$ cat src/rtl/gfq_pkg.sv
package gfq_pkg;

  localparam int unsigned CoordW  = 24;
  localparam int unsigned ScaledW = 20;
  localparam int unsigned PixW    = 17;
  localparam int unsigned TexW    = 17;
  localparam int unsigned SizeW   = 13;
  localparam int unsigned BitsW   = 17;
  localparam int unsigned StepW   = 5;

  localparam logic [TexW-1:0]   TexOne    = 17'h10000;
  localparam logic [CoordW-1:0] S24Max    = 24'h7FFFFF;
  localparam logic [StepW-1:0]  CellSteps = 5'd8;
  localparam logic [StepW-1:0]  TexSteps  = 5'd17;
  localparam logic [2:0]        LastCorner = 3'd5;
  localparam logic [2:0]        ReportSlot = 3'd6;

  typedef enum logic [2:0] {
    REG_GLYPH_WIDTH   = 3'd0,
    REG_GLYPH_HEIGHT  = 3'd1,
    REG_CELLS_PER_ROW = 3'd2,
    REG_FIRST_CODE    = 3'd3,
    REG_ATLAS_WIDTH   = 3'd4,
    REG_ATLAS_HEIGHT  = 3'd5,
    REG_DRAW_SCALE    = 3'd6
  } reg_idx_e;

  typedef struct packed {
    logic [7:0]  glyph_width;
    logic [7:0]  glyph_height;
    logic [8:0]  cells_per_row;
    logic [7:0]  first_code;
    logic [12:0] atlas_width;
    logic [12:0] atlas_height;
    logic [11:0] draw_scale;
  } cfg_t;

  typedef struct packed {
    logic             start;
    logic [SizeW-1:0] rem_init;
    logic [BitsW-1:0] bits;
    logic [SizeW-1:0] divisor;
    logic [StepW-1:0] steps;
  } div_req_t;

  typedef struct packed {
    logic             done;
    logic             busy;
    logic [BitsW-1:0] quo;
    logic [SizeW-1:0] rem;
  } div_rsp_t;

endpackage

$ cat src/rtl/gfq_regs.sv
module gfq_regs (
  input  logic              clk_i,
  input  logic              rst_ni,
  input  logic              psel,
  input  logic              penable,
  input  logic              pwrite,
  input  logic [4:0]        paddr,
  input  logic [31:0]       pwdata,
  output logic [31:0]       prdata,
  output logic              pready,
  output gfq_pkg::cfg_t     cfg_o
);

  gfq_pkg::cfg_t cfg_q;
  logic          wr_en;

  assign wr_en  = psel && penable && pwrite;
  assign pready = 1'b1;
  assign cfg_o  = cfg_q;

  always_ff @(posedge clk_i or negedge rst_ni) begin
    if (!rst_ni) begin
      cfg_q.glyph_width   <= 8'd8;
      cfg_q.glyph_height  <= 8'd8;
      cfg_q.cells_per_row <= 9'd16;
      cfg_q.first_code    <= 8'd32;
      cfg_q.atlas_width   <= 13'd128;
      cfg_q.atlas_height  <= 13'd128;
      cfg_q.draw_scale    <= 12'd256;
    end else if (wr_en) begin
      case (gfq_pkg::reg_idx_e'(paddr[4:2]))
        gfq_pkg::REG_GLYPH_WIDTH:   cfg_q.glyph_width   <= pwdata[7:0];
        gfq_pkg::REG_GLYPH_HEIGHT:  cfg_q.glyph_height  <= pwdata[7:0];
        gfq_pkg::REG_CELLS_PER_ROW: cfg_q.cells_per_row <= pwdata[8:0];
        gfq_pkg::REG_FIRST_CODE:    cfg_q.first_code    <= pwdata[7:0];
        gfq_pkg::REG_ATLAS_WIDTH:   cfg_q.atlas_width   <= pwdata[12:0];
        gfq_pkg::REG_ATLAS_HEIGHT:  cfg_q.atlas_height  <= pwdata[12:0];
        gfq_pkg::REG_DRAW_SCALE:    cfg_q.draw_scale    <= pwdata[11:0];
        default: ;
      endcase
    end
  end

  always_comb begin
    prdata = '0;
    case (gfq_pkg::reg_idx_e'(paddr[4:2]))
      gfq_pkg::REG_GLYPH_WIDTH:   prdata = {24'd0, cfg_q.glyph_width};
      gfq_pkg::REG_GLYPH_HEIGHT:  prdata = {24'd0, cfg_q.glyph_height};
      gfq_pkg::REG_CELLS_PER_ROW: prdata = {23'd0, cfg_q.cells_per_row};
      gfq_pkg::REG_FIRST_CODE:    prdata = {24'd0, cfg_q.first_code};
      gfq_pkg::REG_ATLAS_WIDTH:   prdata = {19'd0, cfg_q.atlas_width};
      gfq_pkg::REG_ATLAS_HEIGHT:  prdata = {19'd0, cfg_q.atlas_height};
      gfq_pkg::REG_DRAW_SCALE:    prdata = {20'd0, cfg_q.draw_scale};
      default:                    prdata = '0;
    endcase
  end

endmodule

$ cat src/rtl/gfq_div.sv
module gfq_div (
  input  logic                clk_i,
  input  logic                rst_ni,
  input  gfq_pkg::div_req_t   req_i,
  output gfq_pkg::div_rsp_t   rsp_o
);

  logic                                busy_q;
  logic                                done_q;
  logic [gfq_pkg::StepW-1:0]           cnt_q;
  logic [gfq_pkg::SizeW-1:0]           rem_q;
  logic [gfq_pkg::SizeW-1:0]           dvs_q;
  logic [gfq_pkg::BitsW-1:0]           sh_q;
  logic [gfq_pkg::BitsW-1:0]           quo_q;
  logic [gfq_pkg::SizeW:0]             trial;
  logic [gfq_pkg::SizeW:0]             diff;
  logic                                ge;
  logic [gfq_pkg::SizeW-1:0]           rem_d;

  // one restoring step per cycle, remainder always below the divisor
  assign trial = {rem_q, sh_q[gfq_pkg::BitsW-1]};
  assign diff  = trial - {1'b0, dvs_q};
  assign ge    = trial >= {1'b0, dvs_q};
  assign rem_d = ge ? diff[gfq_pkg::SizeW-1:0] : trial[gfq_pkg::SizeW-1:0];

  always_ff @(posedge clk_i or negedge rst_ni) begin
    if (!rst_ni) begin
      busy_q <= 1'b0;
      done_q <= 1'b0;
      cnt_q  <= '0;
    end else begin
      done_q <= busy_q && (cnt_q == gfq_pkg::StepW'(1));
      if (req_i.start) begin
        busy_q <= 1'b1;
        cnt_q  <= req_i.steps;
      end else if (busy_q) begin
        cnt_q <= cnt_q - gfq_pkg::StepW'(1);
        if (cnt_q == gfq_pkg::StepW'(1)) begin
          busy_q <= 1'b0;
        end
      end
    end
  end

  always_ff @(posedge clk_i) begin
    if (req_i.start) begin
      rem_q <= req_i.rem_init;
      sh_q  <= req_i.bits;
      dvs_q <= req_i.divisor;
      quo_q <= '0;
    end else if (busy_q) begin
      rem_q <= rem_d;
      sh_q  <= {sh_q[gfq_pkg::BitsW-2:0], 1'b0};
      quo_q <= {quo_q[gfq_pkg::BitsW-2:0], ge};
    end
  end

  assign rsp_o.done = done_q;
  assign rsp_o.busy = busy_q;
  assign rsp_o.quo  = quo_q;
  assign rsp_o.rem  = rem_q;

endmodule

$ cat src/rtl/grid_font_glyph_quad_generator.sv
// A code rejected before the cell lookup goes straight to the position step; one past the
// last row first passes the cell division and row check. Otherwise the quad follows these,
// the four texture coordinates (at most 4 need a division, the rest saturate to one) and
// the position step; results then go one per cycle while out_ready_i is high. One request
// at a time: the next is taken the cycle after its last result.
// Reset (rst_ni low, async) clears the cursor and sequencer and loads register defaults.
module grid_font_glyph_quad_generator (
  input  logic               clk_i,
  input  logic               rst_ni,
  input  logic               psel,
  input  logic               penable,
  input  logic               pwrite,
  input  logic [4:0]         paddr,
  input  logic [31:0]        pwdata,
  output logic [31:0]        prdata,
  output logic               pready,
  input  logic               in_valid_i,
  output logic               in_ready_o,
  input  logic [7:0]         char_code_i,
  input  logic               first_of_string_i,
  input  logic signed [23:0] start_x_i,
  input  logic signed [23:0] base_y_i,
  input  logic signed [23:0] depth_z_i,
  input  logic [31:0]        rgba_color_i,
  input  logic               end_of_string_i,
  output logic               out_valid_o,
  input  logic               out_ready_i,
  output logic               result_kind_o,
  output logic signed [23:0] vertex_x_o,
  output logic signed [23:0] vertex_y_o,
  output logic signed [23:0] vertex_z_o,
  output logic [16:0]        tex_u_o,
  output logic [16:0]        tex_v_o,
  output logic [31:0]        vertex_color_o,
  output logic [2:0]         corner_index_o,
  output logic signed [23:0] cursor_after_o,
  output logic               last_of_run_o
);

  typedef enum logic [2:0] {
    ST_IDLE,
    ST_CELL,
    ST_CHK,
    ST_TEXS,
    ST_TEXW,
    ST_POS,
    ST_EMIT
  } state_e;

  gfq_pkg::cfg_t     cfg;
  gfq_pkg::div_req_t div_req;
  gfq_pkg::div_rsp_t div_rsp;

  state_e      state_q, state_d;
  logic [2:0]  emit_q, emit_d;
  logic [1:0]  k_q, k_d;
  logic        found_q, found_d;
  logic [23:0] cursor_q, cursor_d;

  logic [23:0] x0_q, y0_q, z_q, y1_q;
  logic [31:0] color_q;
  logic        end_q;
  logic [gfq_pkg::ScaledW-1:0] adv_q, sh_q;
  logic [15:0] px_q, py_q;
  logic [3:0][gfq_pkg::TexW-1:0] tex_q;

  logic        ld_in, ld_cell, ld_tex, ld_pos;
  logic [gfq_pkg::TexW-1:0] tex_val;
  logic        lookup_ok;
  logic [7:0]  idx;
  logic [gfq_pkg::PixW-1:0] pix_sel;
  logic [gfq_pkg::SizeW-1:0] size_sel;
  logic        pix_sat;
  logic [gfq_pkg::PixW-1:0] row_end;
  logic [24:0] sum_x, sum_y;
  logic [23:0] x1, y1;
  logic        vis;
  logic        is_rep, hi_x, hi_y;

  gfq_regs u_regs (
    .clk_i   (clk_i),
    .rst_ni  (rst_ni),
    .psel    (psel),
    .penable (penable),
    .pwrite  (pwrite),
    .paddr   (paddr),
    .pwdata  (pwdata),
    .prdata  (prdata),
    .pready  (pready),
    .cfg_o   (cfg)
  );

  gfq_div u_div (
    .clk_i  (clk_i),
    .rst_ni (rst_ni),
    .req_i  (div_req),
    .rsp_o  (div_rsp)
  );

  assign lookup_ok = (|cfg.glyph_width) && (|cfg.glyph_height) && (|cfg.cells_per_row) &&
                     (|cfg.atlas_width) && (|cfg.atlas_height) &&
                     (char_code_i >= cfg.first_code);
  assign idx = char_code_i - cfg.first_code;

  // glyph row fits the atlas when its bottom edge stays inside
  assign row_end = {1'b0, py_q} + gfq_pkg::PixW'(cfg.glyph_height);

  always_comb begin
    case (k_q)
      2'd0:    pix_sel = {1'b0, px_q};
      2'd1:    pix_sel = {1'b0, px_q} + gfq_pkg::PixW'(cfg.glyph_width);
      2'd2:    pix_sel = {1'b0, py_q};
      default: pix_sel = row_end;
    endcase
  end

  assign size_sel = k_q[1] ? cfg.atlas_height : cfg.atlas_width;
  assign pix_sat  = pix_sel >= gfq_pkg::PixW'(size_sel);

  assign sum_x = {x0_q[23], x0_q} + 25'(adv_q);
  assign sum_y = {y0_q[23], y0_q} + 25'(sh_q);
  assign x1    = (!sum_x[24] && sum_x[23]) ? gfq_pkg::S24Max : sum_x[23:0];
  assign y1    = (!sum_y[24] && sum_y[23]) ? gfq_pkg::S24Max : sum_y[23:0];
  assign vis   = found_q && (tex_q[1] > tex_q[0]) && (tex_q[3] > tex_q[2]);

  always_comb begin
    state_d   = state_q;
    emit_d    = emit_q;
    k_d       = k_q;
    found_d   = found_q;
    cursor_d  = cursor_q;
    div_req   = '0;
    ld_in     = 1'b0;
    ld_cell   = 1'b0;
    ld_tex    = 1'b0;
    ld_pos    = 1'b0;
    tex_val   = div_rsp.quo;
    case (state_q)
      ST_IDLE: begin
        if (in_valid_i) begin
          ld_in   = 1'b1;
          found_d = 1'b0;
          if (lookup_ok) begin
            div_req.start    = 1'b1;
            div_req.rem_init = '0;
            div_req.bits     = {idx, 9'd0};
            div_req.divisor  = gfq_pkg::SizeW'(cfg.cells_per_row);
            div_req.steps    = gfq_pkg::CellSteps;
            state_d          = ST_CELL;
          end else begin
            state_d = ST_POS;
          end
        end
      end
      ST_CELL: begin
        if (div_rsp.done) begin
          ld_cell = 1'b1;
          state_d = ST_CHK;
        end
      end
      ST_CHK: begin
        k_d = 2'd0;
        if (row_end <= gfq_pkg::PixW'(cfg.atlas_height)) begin
          found_d = 1'b1;
          state_d = ST_TEXS;
        end else begin
          state_d = ST_POS;
        end
      end
      ST_TEXS: begin
        if (pix_sat) begin
          ld_tex  = 1'b1;
          tex_val = gfq_pkg::TexOne;
          k_d     = k_q + 2'd1;
          state_d = (k_q == 2'd3) ? ST_POS : ST_TEXS;
        end else begin
          div_req.start    = 1'b1;
          div_req.rem_init = gfq_pkg::SizeW'(pix_sel[12:1]);
          div_req.bits     = {pix_sel[0], 4'd0, size_sel[12:1]};
          div_req.divisor  = size_sel;
          div_req.steps    = gfq_pkg::TexSteps;
          state_d          = ST_TEXW;
        end
      end
      ST_TEXW: begin
        if (div_rsp.done) begin
          ld_tex  = 1'b1;
          k_d     = k_q + 2'd1;
          state_d = (k_q == 2'd3) ? ST_POS : ST_TEXS;
        end
      end
      ST_POS: begin
        ld_pos   = 1'b1;
        cursor_d = x1;
        if (vis || end_q) begin
          emit_d  = vis ? 3'd0 : gfq_pkg::ReportSlot;
          state_d = ST_EMIT;
        end else begin
          state_d = ST_IDLE;
        end
      end
      ST_EMIT: begin
        if (out_ready_i) begin
          if (last_of_run_o) begin
            state_d = ST_IDLE;
          end else if (emit_q == gfq_pkg::LastCorner) begin
            emit_d = gfq_pkg::ReportSlot;
          end else begin
            emit_d = emit_q + 3'd1;
          end
        end
      end
      default: state_d = ST_IDLE;
    endcase
  end

  always_ff @(posedge clk_i or negedge rst_ni) begin
    if (!rst_ni) begin
      state_q  <= ST_IDLE;
      emit_q   <= '0;
      k_q      <= '0;
      found_q  <= 1'b0;
      cursor_q <= '0;
    end else begin
      state_q  <= state_d;
      emit_q   <= emit_d;
      k_q      <= k_d;
      found_q  <= found_d;
      cursor_q <= cursor_d;
    end
  end

  always_ff @(posedge clk_i) begin
    if (ld_in) begin
      x0_q    <= first_of_string_i ? start_x_i : cursor_q;
      y0_q    <= base_y_i;
      z_q     <= depth_z_i;
      color_q <= rgba_color_i;
      end_q   <= end_of_string_i;
      adv_q   <= gfq_pkg::ScaledW'(cfg.glyph_width) * gfq_pkg::ScaledW'(cfg.draw_scale);
      sh_q    <= gfq_pkg::ScaledW'(cfg.glyph_height) * gfq_pkg::ScaledW'(cfg.draw_scale);
    end
    if (ld_cell) begin
      px_q <= 16'(div_rsp.rem[7:0]) * 16'(cfg.glyph_width);
      py_q <= 16'(div_rsp.quo[7:0]) * 16'(cfg.glyph_height);
    end
    if (ld_tex) begin
      tex_q[k_q] <= tex_val;
    end
    if (ld_pos) begin
      y1_q <= y1;
    end
  end

  // corners 1, 3, 4 take the right edge; 2, 4, 5 the bottom edge
  assign is_rep = emit_q == gfq_pkg::ReportSlot;
  assign hi_x   = (emit_q == 3'd1) || (emit_q == 3'd3) || (emit_q == 3'd4);
  assign hi_y   = (emit_q == 3'd2) || (emit_q == 3'd4) || (emit_q == 3'd5);

  assign in_ready_o     = state_q == ST_IDLE;
  assign out_valid_o    = state_q == ST_EMIT;
  assign result_kind_o  = is_rep;
  assign vertex_x_o     = is_rep ? '0 : (hi_x ? cursor_q : x0_q);
  assign vertex_y_o     = is_rep ? '0 : (hi_y ? y1_q : y0_q);
  assign vertex_z_o     = is_rep ? '0 : z_q;
  assign tex_u_o        = is_rep ? '0 : (hi_x ? tex_q[1] : tex_q[0]);
  assign tex_v_o        = is_rep ? '0 : (hi_y ? tex_q[3] : tex_q[2]);
  assign vertex_color_o = is_rep ? '0 : color_q;
  assign corner_index_o = is_rep ? '0 : emit_q;
  assign cursor_after_o = cursor_q;
  assign last_of_run_o  = is_rep || ((emit_q == gfq_pkg::LastCorner) && !end_q);

`ifndef SYNTHESIS
  a_ready_excl: assert property (@(posedge clk_i) disable iff (!rst_ni)
    in_ready_o |-> !out_valid_o)
    else $error("request taken while results pending");

  a_div_idle: assert property (@(posedge clk_i) disable iff (!rst_ni)
    div_req.start |-> !div_rsp.busy)
    else $error("divider restarted while busy");

  a_cursor_hold: assert property (@(posedge clk_i) disable iff (!rst_ni)
    (out_valid_o && $past(out_valid_o)) |-> $stable(cursor_q))
    else $error("cursor moved during result delivery");

  a_report_last: assert property (@(posedge clk_i) disable iff (!rst_ni)
    (out_valid_o && result_kind_o) |-> last_of_run_o)
    else $error("cursor report not last of run");
`endif

endmodule
$ cat config.mk
export PLATFORM = sky130hd
export DESIGN_NAME = grid_font_glyph_quad_generator
export DESIGN_NICKNAME = d
export VERILOG_FILES = /design/src/rtl/gfq_pkg.sv /design/src/rtl/gfq_regs.sv /design/src/rtl/gfq_div.sv /design/src/rtl/grid_font_glyph_quad_generator.sv
export SDC_FILE = /design/constraint.sdc
export NUM_CORES = 2
export LEC_CHECK = 0
export ABC_AREA = 1
export BUFFER_PORTS_ARGS = -buffer_cell sky130_fd_sc_hd__buf_2
export CAP_MARGIN = 20
export CORE_UTILIZATION = 39
export CTS_CLUSTER_DIAMETER = 200
export DETAILED_ROUTE_END_ITERATION = 8
export PLACE_DENSITY_LB_ADDON = 0.3
export SLEW_MARGIN = 20
export SYNTH_ARGS = -nofsm -noshare
export SYNTH_HDL_FRONTEND = slang
export SYNTH_SLANG_ARGS = --single-unit
$ cat constraint.sdc
create_clock -name clk_i -period 21.9 [get_ports clk_i]
set_input_delay 0 -clock clk_i [delete_from_list [all_inputs] [get_ports clk_i]]
set_output_delay 0 -clock clk_i [all_outputs]
set_load 0.02 [all_outputs]
==> impl_results.md <==
- Run status: complete, no violations
- Critical Path AT: 6.52 ns
- Initial DRT Pass Iterations: 5
- Grt ovf: 0
- DR DRC count: 0
- Initial DRC Count: 1986
- P&R area growth vs syn: 16.50%
- Clk sinks: 440
- RSZ-0062 raised after global routing: false
- Layout Skew: 0.03415 ns
- Post-route ant nets: 0
- WL per Instance: 16.33 µm
- Slew @ Worst Pin: 1.028 ns
- Initial antenna violation count: 2
- H-Tree Depth: 2
- Fin. Hold Viols: 0
- Via density per instance: 4.956
- Clock tree root driver cell: clkbuf_16
- GRT Total Usage: 20.64%
- Pin count of the biggest net entering global routing: 76
- Chip width: 300.3 µm
- CP Class: reg -> reg
- Final Max Tran Viols: 0
- CP max FO: 39
- Vias in the first global route: 27440
- Syn Area/Cell: 8.346 µm²
- Post-synthesis sequential area ratio: 36.01%
- Worst-Skew Late Latency: 0.63 ns
- WL final: 93740 µm
- Multi-input gate area: 18510 µm²
- Clock transition at path regs: 0.06 ns
- Most used cells in the layout excluding fill and tap cells: nand2_1, inv_1, o21ai_0
- Asr flop ratio synth: 25.23%
- Synth Warn #: 0
- Max clock buf depth: 3
- PortBufs: 318
- Core area: 88240 µm²
- Starting Density: 39.33%
- Layout cells sized above 1: 11.13%
- Main synth FF type: edfxtp_1
- Yosys reg bits: 440
- Crit end category: register
- Detailed Place HPWL: 69640 µm
- Final worst-path cycle share: 28.49%
- Io pins: 360
- # setup viols final: 0
- EDFF count, synth: 312
- Minimum clock period: 6.239 ns
- Slew HR: 31.46%
- PostCTS Resize Cnt: 0
- Num rows: 109
- Max Cap Violations: 0
- Register Area: 12500 µm²
- Die area: 90170 µm²
- Fillers: 8588
- Final GP Congestion: 0.9519
- NumNets Final: 5186
- Critical path launch point type: register
- Setup Total Neg Slack: 0 ns
- Most common cell after layout, fill and taps aside: nand2_1
- TritonCTS clock tree: built
- F_max: 160.3 MHz
- Antenna fix cells: 0
- Yosys cell types: 61
- Gate Count Post-Synth: 4158
- Via count: 28450
- First-pass GRT wire length: 148200 µm
- Die height: 300.3 µm
- Class of the worst hold path: in -> reg
- CP required: 22.18 ns
- Mapped cell area: 34700 µm²
- CTS Buf Count: 54
[cell usage after synthesis, types with 8 or more instances]
library cell / n / area share, %
nor4_1: 12 / 0.22
o22ai_1: 20 / 0.36
o21ai_0: 327 / 4.7
buf_2: 9 / 0.13
a31oi_1: 11 / 0.20
edfxtp_1: 312 / 27
nor2_1: 280 / 3.0
nand3_1: 92 / 1.3
fa_1: 198 / 11
o21bai_1: 8 / 0.17
nand3b_1: 8 / 0.17
nand4_1: 34 / 0.61
dfxtp_1: 17 / 0.98
dfrtp_1: 104 / 7.5
buf_4: 21 / 0.45
ha_1: 299 / 11
nand2_1: 909 / 9.8
inv_2: 9 / 0.097
a221oi_1: 8 / 0.20
clkbuf_1: 136 / 1.5
xor2_1: 84 / 2.1
a22oi_1: 12 / 0.26
o221ai_1: 8 / 0.20
o21ai_1: 12 / 0.17
a21oi_1: 245 / 3.5
xnor2_1: 41 / 1.0
inv_1: 798 / 8.6
nor2_2: 14 / 0.25
nor3_1: 23 / 0.33
nand2_2: 8 / 0.14
[through the flow]
step                      std cells  setup WS, ns  hold WS [ns]  util (%)  instance area, µm²
after floorplan                4176         12.51       -0.2956         -               34770
after global placement         5513         15.79       0.08328     42.26               37290
after detailed placement       5513         15.74       0.08557     42.26               37290
after CTS                      5740         15.70      0.001747     45.78               40400
after global routing           5740         15.15       0.06466     45.82               40430
final                          5740         15.66       0.03648     45.82               40430
[cell type report]
class | instances | area share [%]
multi-input cells | 2749 | 45.78
flip-flops and latches | 440 | 30.91
clock buffers | 71 | 3.649
well taps | 1165 | 3.606
clock inverters | 29 | 0.8635
repair buffers | 474 | 7.651
inverters | 812 | 7.545
[worst paths after layout]
path                                               from                            to  slack, ns  cells after the start
max                                  k_q[1]$_DFFE_PN0P_   u_div.sh_q[0]$_SDFFCE_PN0P_      15.66                     17
min                                             penable  u_regs.cfg_o[32]$_DFFE_PN1P_       0.04                      5
max reg2reg                          k_q[1]$_DFFE_PN0P_   u_div.sh_q[0]$_SDFFCE_PN0P_      15.66                     17
min reg2reg                u_regs.cfg_o[42]$_DFFE_PN0P_  u_regs.cfg_o[42]$_DFFE_PN0P_       0.49                      2
max in group asynchronous                        rst_ni  u_regs.cfg_o[41]$_DFFE_PN0P_      20.23                      4
min in group asynchronous                        rst_ni        state_q[0]$_DFFE_PN0P_       0.41                      3
[metal layers]
layer,global-route usage (%),vias to the layer above,part of all wire (%)
li1,-,13980,-
met1,28.12,13520,45
met2,33.94,815,46
met3,2.464,137,5.5
met4,6.948,0,3.2
met5,0,-,0
[registers in the layout (all words and copies together) (netlist names), 17 cells and up]
signal and count:
sh_q 20, cursor_after_o 24, u_div.sh_q 17, z_q 24
color_q 32, y1_q 24, tex_q 68, y0_q 24
u_regs.cfg_o 71, x0_q 24, u_div.quo_q 17, adv_q 20
[critical path, cell delays in order, from the launching register on]
cell and delay [ns]:
dfrtp_1 0.90, ha_1 0.73, clkinv_1 0.71, o21ai_0 0.63, inv_1 0.14, ha_1 0.34
a21oi_1 0.15, o21ai_0 0.10, nand2_1 0.07, nand4_1 0.07, nand2_1 0.07, nand4_1 0.10
nor2_1 0.25, nand3_4 0.32, nand2_4 0.53, inv_4 0.23, nand2_1 0.11, buf_4 0.38
[repair_timing]
item                                   CTS  global route
hold buffers                           127             0
setup buffers                            0             0
endpoints found under the hold margin  228             0
[logic make-up after synthesis]
kind of cell | share of synthesized area (%)
xor gates and xnor gates | 3.155
adders and majority gates | 22.20
muxes | 0.03245
AOI/OAI and AO/OA | 10.78
other | 0.02164
DFF | 36.01
and+or+nand+nor | 16.72
buffers and inverters | 11.08
Power is left out: the tool's default activity adds up to more than one toggle a clock period on the data nets, which glitch-free logic cannot reach.
